===== src/hw/rtl/bcd_pkg.sv =====
// Shared types, codes and tone tables for the byte command decoder.
// No dependencies; every other file in hw/rtl refers to this package.
package bcd_pkg;

  localparam logic [7:0] ACK_OK    = 8'h55;
  localparam logic [7:0] ACK_ERR   = 8'hEE;
  localparam logic [7:0] LAST_CTRL = 8'h0C;
  localparam logic [7:0] SPEED_LO  = 8'h10;
  localparam logic [7:0] SPEED_HI  = 8'h73;
  localparam logic [7:0] SPEED_OFS = 8'h0F;

  // Control byte codes
  localparam logic [3:0] CMD_HEARTBEAT = 4'h0;
  localparam logic [3:0] CMD_AB_FWD    = 4'h1;
  localparam logic [3:0] CMD_AB_REV    = 4'h2;
  localparam logic [3:0] CMD_AB_COAST  = 4'h3;
  localparam logic [3:0] CMD_AB_BRAKE  = 4'h4;
  localparam logic [3:0] CMD_CD_FWD    = 4'h5;
  localparam logic [3:0] CMD_CD_REV    = 4'h6;
  localparam logic [3:0] CMD_CD_COAST  = 4'h7;
  localparam logic [3:0] CMD_CD_BRAKE  = 4'h8;
  localparam logic [3:0] CMD_LED_ON    = 4'h9;
  localparam logic [3:0] CMD_LED_OFF   = 4'hA;
  localparam logic [3:0] CMD_RESERVED  = 4'hB;
  localparam logic [3:0] CMD_ESTOP     = 4'hC;

  typedef logic [1:0] motion_t;
  localparam motion_t MOTION_STOP = 2'd0;
  localparam motion_t MOTION_FWD  = 2'd1;
  localparam motion_t MOTION_REV  = 2'd2;

  localparam logic [6:0] SPEED_RESET = 7'd1;
  localparam logic [8:0] ELAPSED_MAX = 9'h1FF;
  localparam logic [1:0] TOGGLE_MAX  = 2'd3;

  typedef struct packed {
    logic       start;
    logic [1:0] half;   // half period in ms, 500/freq clamped to 1, low two bits
    logic [8:0] dur;    // burst length in ms
  } beep_cfg_t;

  // Decoded effect of one item, decoder to top level
  typedef struct packed {
    logic       ack_valid;
    logic [7:0] ack_byte;
    logic       kick;
    logic       ab_we;
    motion_t    ab_val;
    logic       cd_we;
    motion_t    cd_val;
    logic       ab_stop;
    logic       cd_stop;
    logic       brake;
    logic       speed_we;
    logic [6:0] speed_val;
    logic       led_we;
    logic       led_val;
    beep_cfg_t  beep;
  } dec_t;

  // Result item, last field in the lowest bits
  typedef struct packed {
    logic       watchdog_kick;
    logic       speaker_out;
    logic       led_on;
    logic [6:0] speed_out;
    logic       stop_with_brake;
    logic       cd_stop_pulse;
    logic       ab_stop_pulse;
    motion_t    cd_motion;
    motion_t    ab_motion;
    logic [7:0] ack_byte;
    logic       ack_valid;
  } res_t;

  localparam int RES_W   = $bits(res_t);
  localparam int TDATA_W = ((RES_W + 7) / 8) * 8;

  // Tone burst for each control byte
  function automatic beep_cfg_t ctrl_beep(input logic [3:0] code);
    beep_cfg_t c;
    c = '{start: 1'b1, half: 2'd1, dur: 9'd0};
    case (code)
      CMD_AB_FWD:   c.dur = 9'd150;
      CMD_AB_REV:   c.dur = 9'd150;
      CMD_AB_COAST: c.dur = 9'd80;
      CMD_AB_BRAKE: begin c.half = 2'd2; c.dur = 9'd100; end
      CMD_CD_FWD:   c.dur = 9'd150;
      CMD_CD_REV:   c.dur = 9'd150;
      CMD_CD_COAST: c.dur = 9'd80;
      CMD_CD_BRAKE: begin c.half = 2'd2; c.dur = 9'd100; end
      CMD_LED_ON:   c.dur = 9'd60;
      CMD_LED_OFF:  c.dur = 9'd40;
      CMD_ESTOP:    begin c.half = 2'd2; c.dur = 9'd300; end
      default:      c.start = 1'b0;
    endcase
    return c;
  endfunction

endpackage


===== src/hw/rtl/bcd_decode.sv =====
// Combinational decode of one registered item into its effects.
// Depends on bcd_pkg.
module bcd_decode (
  input  logic          is_tick,
  input  logic [7:0]    rx_byte,
  output bcd_pkg::dec_t dec
);

  logic       is_speed;
  logic       is_ctrl;
  logic [7:0] speed_diff;
  logic [3:0] code;

  assign is_speed   = (rx_byte >= bcd_pkg::SPEED_LO) && (rx_byte <= bcd_pkg::SPEED_HI);
  assign is_ctrl    = (rx_byte <= bcd_pkg::LAST_CTRL);
  assign speed_diff = rx_byte - bcd_pkg::SPEED_OFS;
  assign code       = rx_byte[3:0];

  always_comb begin
    dec = '0;
    if (!is_tick) begin
      dec.ack_valid = 1'b1;
      dec.ack_byte  = bcd_pkg::ACK_ERR;
      if (is_speed) begin
        dec.kick      = 1'b1;
        dec.ack_byte  = bcd_pkg::ACK_OK;
        dec.speed_we  = 1'b1;
        dec.speed_val = speed_diff[6:0];
        dec.beep      = '{start: 1'b1, half: 2'd1, dur: 9'd50};
      end else if (is_ctrl) begin
        dec.kick     = 1'b1;
        dec.ack_byte = (code == bcd_pkg::CMD_RESERVED) ? bcd_pkg::ACK_ERR : bcd_pkg::ACK_OK;
        dec.beep     = bcd_pkg::ctrl_beep(code);
        case (code)
          bcd_pkg::CMD_AB_FWD: begin
            dec.ab_we = 1'b1; dec.ab_val = bcd_pkg::MOTION_FWD;
          end
          bcd_pkg::CMD_AB_REV: begin
            dec.ab_we = 1'b1; dec.ab_val = bcd_pkg::MOTION_REV;
          end
          bcd_pkg::CMD_AB_COAST: begin
            dec.ab_we = 1'b1; dec.ab_stop = 1'b1;
          end
          bcd_pkg::CMD_AB_BRAKE: begin
            dec.ab_we = 1'b1; dec.ab_stop = 1'b1; dec.brake = 1'b1;
          end
          bcd_pkg::CMD_CD_FWD: begin
            dec.cd_we = 1'b1; dec.cd_val = bcd_pkg::MOTION_FWD;
          end
          bcd_pkg::CMD_CD_REV: begin
            dec.cd_we = 1'b1; dec.cd_val = bcd_pkg::MOTION_REV;
          end
          bcd_pkg::CMD_CD_COAST: begin
            dec.cd_we = 1'b1; dec.cd_stop = 1'b1;
          end
          bcd_pkg::CMD_CD_BRAKE: begin
            dec.cd_we = 1'b1; dec.cd_stop = 1'b1; dec.brake = 1'b1;
          end
          bcd_pkg::CMD_LED_ON: begin
            dec.led_we = 1'b1; dec.led_val = 1'b1;
          end
          bcd_pkg::CMD_LED_OFF: begin
            dec.led_we = 1'b1; dec.led_val = 1'b0;
          end
          bcd_pkg::CMD_ESTOP: begin
            dec.ab_we = 1'b1; dec.cd_we = 1'b1;
            dec.ab_stop = 1'b1; dec.cd_stop = 1'b1; dec.brake = 1'b1;
          end
          default: ;
        endcase
      end
    end
  end

endmodule


===== src/hw/rtl/bcd_beeper.sv =====
// Tone burst generator: half period and duration counters, speaker level.
// Depends on bcd_pkg.
module bcd_beeper (
  input  logic               clk,
  input  logic               rst,
  input  logic               advance,
  input  logic               is_tick,
  input  bcd_pkg::beep_cfg_t cfg,
  output logic               level_next
);

  logic       active, active_next;
  logic       level;
  logic [1:0] half_period, half_period_next;
  logic [8:0] duration, duration_next;
  logic [8:0] elapsed, elapsed_next;
  logic [1:0] since_toggle, since_toggle_next;
  logic [8:0] el_inc;
  logic [1:0] st_inc;

  assign el_inc = (elapsed == bcd_pkg::ELAPSED_MAX) ? elapsed : elapsed + 9'd1;
  assign st_inc = (since_toggle == bcd_pkg::TOGGLE_MAX) ? since_toggle : since_toggle + 2'd1;

  always_comb begin
    active_next       = active;
    level_next        = level;
    half_period_next  = half_period;
    duration_next     = duration;
    elapsed_next      = elapsed;
    since_toggle_next = since_toggle;
    if (cfg.start) begin
      half_period_next  = cfg.half;
      duration_next     = cfg.dur;
      elapsed_next      = '0;
      since_toggle_next = '0;
      active_next       = 1'b1;
      level_next        = 1'b1;
    end else if (is_tick && active) begin
      elapsed_next = el_inc;
      if (el_inc >= duration) begin
        // end of burst: drop the speaker
        level_next  = 1'b0;
        active_next = 1'b0;
      end else if (st_inc >= half_period) begin
        level_next        = ~level;
        since_toggle_next = '0;
      end else begin
        since_toggle_next = st_inc;
      end
    end
  end

  always_ff @(posedge clk) begin
    if (rst) begin
      active       <= 1'b0;
      level        <= 1'b0;
      half_period  <= '0;
      duration     <= '0;
      elapsed      <= '0;
      since_toggle <= '0;
    end else if (advance) begin
      active       <= active_next;
      level        <= level_next;
      half_period  <= half_period_next;
      duration     <= duration_next;
      elapsed      <= elapsed_next;
      since_toggle <= since_toggle_next;
    end
  end

endmodule


===== src/hw/rtl/byte_command_decoder_with_beeper.sv =====
// Top level of the byte command decoder with tone-burst beeper.
// Depends on bcd_pkg, bcd_decode and bcd_beeper.

// Takes one transaction per clock on the slave side: a command byte (s_tuser
// low) or a millisecond tick (s_tuser high), and returns exactly one result
// transaction for each on the master side. Sustained rate is one item per
// cycle while results are taken; an item passes through the input register
// and then the result register, with the decode and all state updates done
// in a single combinational pass between the two. The input register can
// still take an item while a result waits for m_tready; only when both
// registers are full and the result is not taken does s_tready drop. The
// result carries the motion, speed, LED and speaker levels as they stand
// after the item, plus the acknowledge byte, stop pulses and watchdog kick
// for that item. No configuration, no clearing pass after reset.
module byte_command_decoder_with_beeper (
  input  logic                         clk,
  input  logic                         rst,
  input  logic                         s_tvalid,
  output logic                         s_tready,
  input  logic [7:0]                   s_tdata,  // [7:0] rx_byte
  input  logic                         s_tuser,  // [0] command (1 = tick)
  output logic                         m_tvalid,
  input  logic                         m_tready,
  // [0] ack_valid, [8:1] ack_byte, [10:9] ab_motion, [12:11] cd_motion,
  // [13] ab_stop_pulse, [14] cd_stop_pulse, [15] stop_with_brake,
  // [22:16] speed_out, [23] led_on, [24] speaker_out, [25] watchdog_kick
  output logic [bcd_pkg::TDATA_W-1:0]  m_tdata
);

  // Input register
  logic       in_valid;
  logic       in_tick;
  logic [7:0] in_byte;

  // Persistent state
  bcd_pkg::motion_t ab_motion, ab_motion_next;
  bcd_pkg::motion_t cd_motion, cd_motion_next;
  logic [6:0]       speed, speed_next;
  logic             led, led_next;

  // Result register
  logic          out_valid;
  bcd_pkg::res_t res;
  bcd_pkg::res_t res_next;

  bcd_pkg::dec_t dec;
  logic          speaker_next;
  logic          advance;

  // Move the registered item into the result register when it has room
  assign advance  = in_valid && (!out_valid || m_tready);
  assign s_tready = !in_valid || advance;
  assign m_tvalid = out_valid;
  assign m_tdata  = {{(bcd_pkg::TDATA_W - bcd_pkg::RES_W){1'b0}}, res};

  bcd_decode u_decode (
    .is_tick (in_tick),
    .rx_byte (in_byte),
    .dec     (dec)
  );

  bcd_beeper u_beeper (
    .clk        (clk),
    .rst        (rst),
    .advance    (advance),
    .is_tick    (in_tick),
    .cfg        (dec.beep),
    .level_next (speaker_next)
  );

  // Apply the decoded writes to the held levels
  always_comb begin
    ab_motion_next = dec.ab_we    ? dec.ab_val    : ab_motion;
    cd_motion_next = dec.cd_we    ? dec.cd_val    : cd_motion;
    speed_next     = dec.speed_we ? dec.speed_val : speed;
    led_next       = dec.led_we   ? dec.led_val   : led;

    res_next.ack_valid       = dec.ack_valid;
    res_next.ack_byte        = dec.ack_byte;
    res_next.ab_motion       = ab_motion_next;
    res_next.cd_motion       = cd_motion_next;
    res_next.ab_stop_pulse   = dec.ab_stop;
    res_next.cd_stop_pulse   = dec.cd_stop;
    res_next.stop_with_brake = dec.brake;
    res_next.speed_out       = speed_next;
    res_next.led_on          = led_next;
    res_next.speaker_out     = speaker_next;
    res_next.watchdog_kick   = dec.kick;
  end

  // Input register: hold while the result side is stalled
  always_ff @(posedge clk) begin
    if (rst) begin
      in_valid <= 1'b0;
    end else if (s_tready) begin
      in_valid <= s_tvalid;
    end
  end

  always_ff @(posedge clk) begin
    if (s_tvalid && s_tready) begin
      in_tick <= s_tuser;
      in_byte <= s_tdata;
    end
  end

  // State registers advance with each item that moves on
  always_ff @(posedge clk) begin
    if (rst) begin
      ab_motion <= bcd_pkg::MOTION_STOP;
      cd_motion <= bcd_pkg::MOTION_STOP;
      speed     <= bcd_pkg::SPEED_RESET;
      led       <= 1'b0;
    end else if (advance) begin
      ab_motion <= ab_motion_next;
      cd_motion <= cd_motion_next;
      speed     <= speed_next;
      led       <= led_next;
    end
  end

  // Result register
  always_ff @(posedge clk) begin
    if (rst) begin
      out_valid <= 1'b0;
    end else if (advance) begin
      out_valid <= 1'b1;
    end else if (m_tready) begin
      out_valid <= 1'b0;
    end
  end

  always_ff @(posedge clk) begin
    if (advance) begin
      res <= res_next;
    end
  end

`ifndef SYNTHESIS
  // The slave side only stalls when both registers are full and blocked
  assert property (@(posedge clk) disable iff (rst)
    !s_tready |-> (in_valid && out_valid && !m_tready))
    else $error("input stalled without a blocked result");

  // A stop pulse always leaves its channel stopped
  assert property (@(posedge clk) disable iff (rst)
    (out_valid && (res.ab_stop_pulse || res.cd_stop_pulse)) |->
      ((!res.ab_stop_pulse || res.ab_motion == bcd_pkg::MOTION_STOP) &&
       (!res.cd_stop_pulse || res.cd_motion == bcd_pkg::MOTION_STOP)))
    else $error("stop pulse with channel still moving");

  // Tick results carry no acknowledge, pulse or kick
  assert property (@(posedge clk) disable iff (rst)
    (out_valid && !res.ack_valid) |->
      (res.ack_byte == 8'h00 && !res.ab_stop_pulse && !res.cd_stop_pulse &&
       !res.stop_with_brake && !res.watchdog_kick))
    else $error("tick result with command fields set");

  // Speed level stays within its range
  assert property (@(posedge clk) disable iff (rst)
    out_valid |-> (res.speed_out >= 7'd1 && res.speed_out <= 7'd100))
    else $error("speed level out of range");
`endif

endmodule


===== config.mk =====
export PLATFORM = sky130hd
export DESIGN_NAME = byte_command_decoder_with_beeper
export DESIGN_NICKNAME = d
export VERILOG_FILES = /design/src/hw/rtl/bcd_pkg.sv /design/src/hw/rtl/bcd_decode.sv /design/src/hw/rtl/bcd_beeper.sv /design/src/hw/rtl/byte_command_decoder_with_beeper.sv
export SDC_FILE = /design/constraint.sdc
export NUM_CORES = 1
export LEC_CHECK = 0
export BUFFER_PORTS_ARGS = -buffer_cell sky130_fd_sc_hd__buf_4
export CAP_MARGIN = 25
export CORE_MARGIN = 5
export CORE_UTILIZATION = 53
export DETAILED_ROUTE_END_ITERATION = 10
export PLACE_DENSITY_LB_ADDON = 0.15
export REMOVE_ABC_BUFFERS = 1
export SLEW_MARGIN = 20
export SYNTH_ARGS = -nofsm -noshare
export SYNTH_HDL_FRONTEND = slang
export SYNTH_SLANG_ARGS = --single-unit

===== constraint.sdc =====
create_clock -name clk -period 3.4 [get_ports clk]
set_clock_uncertainty 0.15 [all_clocks]
set_input_delay 0.34 -clock clk [delete_from_list [all_inputs] [get_ports clk]]
set_output_delay 0.34 -clock clk [all_outputs]
set_load 0.01 [all_outputs]

==> run summary <==
The first-pass detailed-route iteration total was 5; the critical-path maximum fanout was 6. The count of standard-cell rows was 29. The port buffer count was 40; the starting density of the core was 0.551. Count of pins over their slew limit: 0. The type of the setup path with the least slack is register to register. The highest ir drop seen on vdd came out at 0.229 mV. The tree is rooted in a sky130_fd_sc_hd__clkbuf_8. The endpoint arrival time on the critical path was 2.82 ns. The H-tree generated during clock tree synthesis spans 3 levels. The height of the die is 91.7 um, and the share of final-layout standard cells stronger than drive strength 1 is 0.219. Setup repair after global routing left no endpoint under its margin.

The logs give 0.181 for the total routing usage reported by global routing and 0 for the remaining global-route overflow. The gate count of the mapped netlist is 363, and the average wire per standard cell is 14.7 um. In this run the power density over the cells is 425 mW/mm^2. The run gives 0.585 as the relative slew slack. The via density per instance was 5.65; the async set-or-reset flop fraction in the synthesized netlist was 0. Setup violations remaining at the end of the flow were counted as 0. The run gives 1.57 nW as the static leakage power. The sum of net half-perimeters after detailed placement was 4.98 mm. The netlist area before placement was 0.00354 sq mm; the number of clock sinks was 67. TritonCTS built the clock tree. The run gives 0.464 as the sequential share of the synthesized area. The floorplan die width is 91.7 um, and the post-route DRC violation count is 0. The number of library cell types mapped by synthesis is 56, and the count of pins on the block boundary is 47. Counting I/O delays and the setup requirement, the final critical path takes 2.88 ns. Entering global routing, the biggest net connects 37 pins. The nature of the critical path endpoint is a register. The count of flip-flops with a built-in enable after synthesis came out at 30. The flow ran to the end, and the final reports show no timing, DRC or antenna violations. The tools report the share of the core filled with cells as 0.629. The final RePlAce weighted congestion came out at 0.821.

The logs give 12.2 mm for the wire length of the first global-routing pass and 0.00841 sq mm for the overall die area. The repair_antennas step left the layout with diodes totalling 0. The cell taking the most area after synthesis is sky130_fd_sc_hd__edfxtp_1.

In this run the worst hold path is classified as primary input to register. The final hold violation count was 0. The routed layout has 2731 vias. The Yosys step of the flow raised 0 warnings. At the worst endpoint, the required time is 3.34 ns. For the pin with the worst max-slew slack, the measured transition is 0.621 ns.

The buffers inserted during post-CTS setup optimization was 0. Among all flip-flop cells after synthesis, the most frequent one is sky130_fd_sc_hd__dfxtp_1. Sorting the synthesized cells by area gives the leading types as sky130_fd_sc_hd__edfxtp_1 25%, sky130_fd_sc_hd__dfxtp_1 21%, sky130_fd_sc_hd__ha_1 5.3%, sky130_fd_sc_hd__nor2_1 4.1%, sky130_fd_sc_hd__a21oi_1 3.5%. At the end of the flow, the number of nets in the layout was 429. The synthesis-to-finish area growth is 14.2%.

Counting flops and latches in the post-synthesis netlist gives 67. The logs give 2 for the number of buffers on the longest clock path and 0 for the number of antenna-violating nets in the routed design. The number of antenna violations at the first check in global routing came out at 0. Number of DRC markers after the initial detailed-route iteration: 183. STA classifies the critical path startpoint as a register. Fill cells in the final layout number 528. The core region is 0.00642 sq mm.

The via count of the first global-routing pass was 2608; the area share of the largest cell type after synthesis was 0.255. Each instance of the synthesized netlist takes up on average 9.75 sq um. Clock-pin slew was measured on the worst setup and hold paths at 0.07 ns. Summed over all layers, the routed wires come to 7.11 mm. The clock reaches the later pin of the worst-skew pair after 0.34 ns.

Ranked by instance count, the synthesized netlist is headed by 39 x sky130_fd_sc_hd__nor2_1, 37 x sky130_fd_sc_hd__dfxtp_1, 30 x sky130_fd_sc_hd__edfxtp_1. The portion of the clock cycle consumed by the worst path in the final layout was 0.848; the max-capacitance violation count was 0. For the number of buffers created by CTS, the log shows 9.

The setup TNS is 0 ns. The cell with the most instances after synthesis is sky130_fd_sc_hd__nor2_1. The tools report the maximum frequency from static timing analysis as 347 MHz.
registers in the layout, summed over array words and instances (netlist names), 2 cells and up:
signal / count
ab_motion: 2
u_beeper.elapsed: 9
cd_motion: 2
speed: 7
u_beeper.duration: 8
u_beeper.since_toggle: 2
in_byte: 8
m_tdata: 21
u_beeper.half_period: 2
cells by family (layout without fill, tap and decap cells):
group,count (synthesis),after routing,share of synthesized area
adders and majority gates,15,15,0.0530
xor gates and xnor gates,11,11,0.0272
AOI/OAI and AO/OA,82,82,0.160
DFF,67,67,0.464
buffers and inverters,48,86,0.0749
other,1,6,0.00106
muxes,15,15,0.0456
and+or+nand+nor,124,124,0.174
critical path: stages (launching register included):
cell,delay (ns)
sky130_fd_sc_hd__dfxtp_1,0.41
sky130_fd_sc_hd__ha_1,0.21
sky130_fd_sc_hd__nand4_1,0.18
sky130_fd_sc_hd__or2_2,0.38
sky130_fd_sc_hd__a21oi_1,0.29
sky130_fd_sc_hd__ha_1,0.21
sky130_fd_sc_hd__nand4_1,0.09
sky130_fd_sc_hd__a211o_1,0.35
sky130_fd_sc_hd__a32oi_1,0.28
sky130_fd_sc_hd__nand2_1,0.08
stage by stage:
step | setup WS [ns] | instance area, sq um | total power [W] | std cells | hold slack (ns)
2_1_floorplan | 0.431 | 3370 | 0.00101 | 340 | 0.255
3_3_place_gp | 0.474 | 3830 | 0.00108 | 466 | 0.289
3_5_place_dp | 0.330 | 3830 | 0.00108 | 466 | 0.298
4_1_cts | 0.299 | 4030 | 0.00173 | 482 | 0.00950
5_1_grt | 0.209 | 4040 | 0.00179 | 483 | 0.00133
6_report | 0.518 | 4040 | 0.00172 | 483 | 0.0211
path summary, 6_finish.rpt:
kind | start | end | slack [ns] | depth (start not counted)
setup / recovery | u_beeper.elapsed[0]$_SDFFE_PP0P_ | m_tdata[24]$_DFFE_PP_ | 0.52 | 9
hold / removal | s_tdata[5] | in_byte[5]$_DFFE_PP_ | 0.02 | 1
setup reg to reg | u_beeper.elapsed[0]$_SDFFE_PP0P_ | m_tdata[24]$_DFFE_PP_ | 0.52 | 9
hold reg to reg | speed[6]$_SDFFE_PP0P_ | speed[6]$_SDFFE_PP0P_ | 0.31 | 2
placed cells by master (no fill, tap or decap), types with 3 or more instances in the layout:
cell type and n:
sky130_fd_sc_hd__buf_4 49, sky130_fd_sc_hd__nor2_1 39, sky130_fd_sc_hd__dfxtp_1 37, sky130_fd_sc_hd__edfxtp_1 30, sky130_fd_sc_hd__nand2_1 25, sky130_fd_sc_hd__a21oi_1 25
sky130_fd_sc_hd__inv_1 20, sky130_fd_sc_hd__o21ai_0 16, sky130_fd_sc_hd__ha_1 15, sky130_fd_sc_hd__nor3_1 10, sky130_fd_sc_hd__mux2_2 9, sky130_fd_sc_hd__nand3_1 9
sky130_fd_sc_hd__clkbuf_8 9, sky130_fd_sc_hd__and2_1 7, sky130_fd_sc_hd__nand4_1 7, sky130_fd_sc_hd__xor2_1 6, sky130_fd_sc_hd__mux2i_1 6, sky130_fd_sc_hd__conb_1 6
sky130_fd_sc_hd__a311oi_1 5, sky130_fd_sc_hd__xnor2_1 5, sky130_fd_sc_hd__a211oi_2 5, sky130_fd_sc_hd__nand2b_1 4, sky130_fd_sc_hd__nor2b_1 4, sky130_fd_sc_hd__and3_1 4
sky130_fd_sc_hd__or2_2 3, sky130_fd_sc_hd__o21a_1 3, sky130_fd_sc_hd__a211o_1 3, sky130_fd_sc_hd__or3_1 3, sky130_fd_sc_hd__a41oi_1 3, sky130_fd_sc_hd__and4_1 3
sky130_fd_sc_hd__clkinvlp_4 3
layout make-up:
cell class              count  area (sq um)  area share
clock buffers              10           128      0.0316
clock inverters             6          66.3      0.0164
inverters                  20          75.1      0.0186
multi-input cells         253          1660       0.410
flip-flops and latches     67          1640       0.406
well taps                  77          96.3      0.0238
repair buffers             50           378      0.0935
where the power goes:
group | internal [W] | leakage [nW] | total [W] | switching (W)
logic | 0.0000743 | 0.898 | 0.000176 | 0.000102
registers | 0.000873 | 0.587 | 0.000891 | 0.0000180
clock network | 0.000338 | 0.0885 | 0.000652 | 0.000313
total | 0.00129 | 1.57 | 0.00172 | 0.000433
routing by layer:
layer	share of wire	up-vias	GRT usage
met2	0.44	73	0.278
met1	0.48	1277	0.242
met4	0.012	0	0.0656
li1	-	1374	-
met5	0	-	0
met3	0.066	7	0.0540
timing repair:
action	CTS	global route
endpoints found under the setup margin	0	1
hold buffers	0	1
gates resized for setup	0	2
hold endpoints to repair	0	1
No activity file was read; power rests on OpenSTA's default activity.
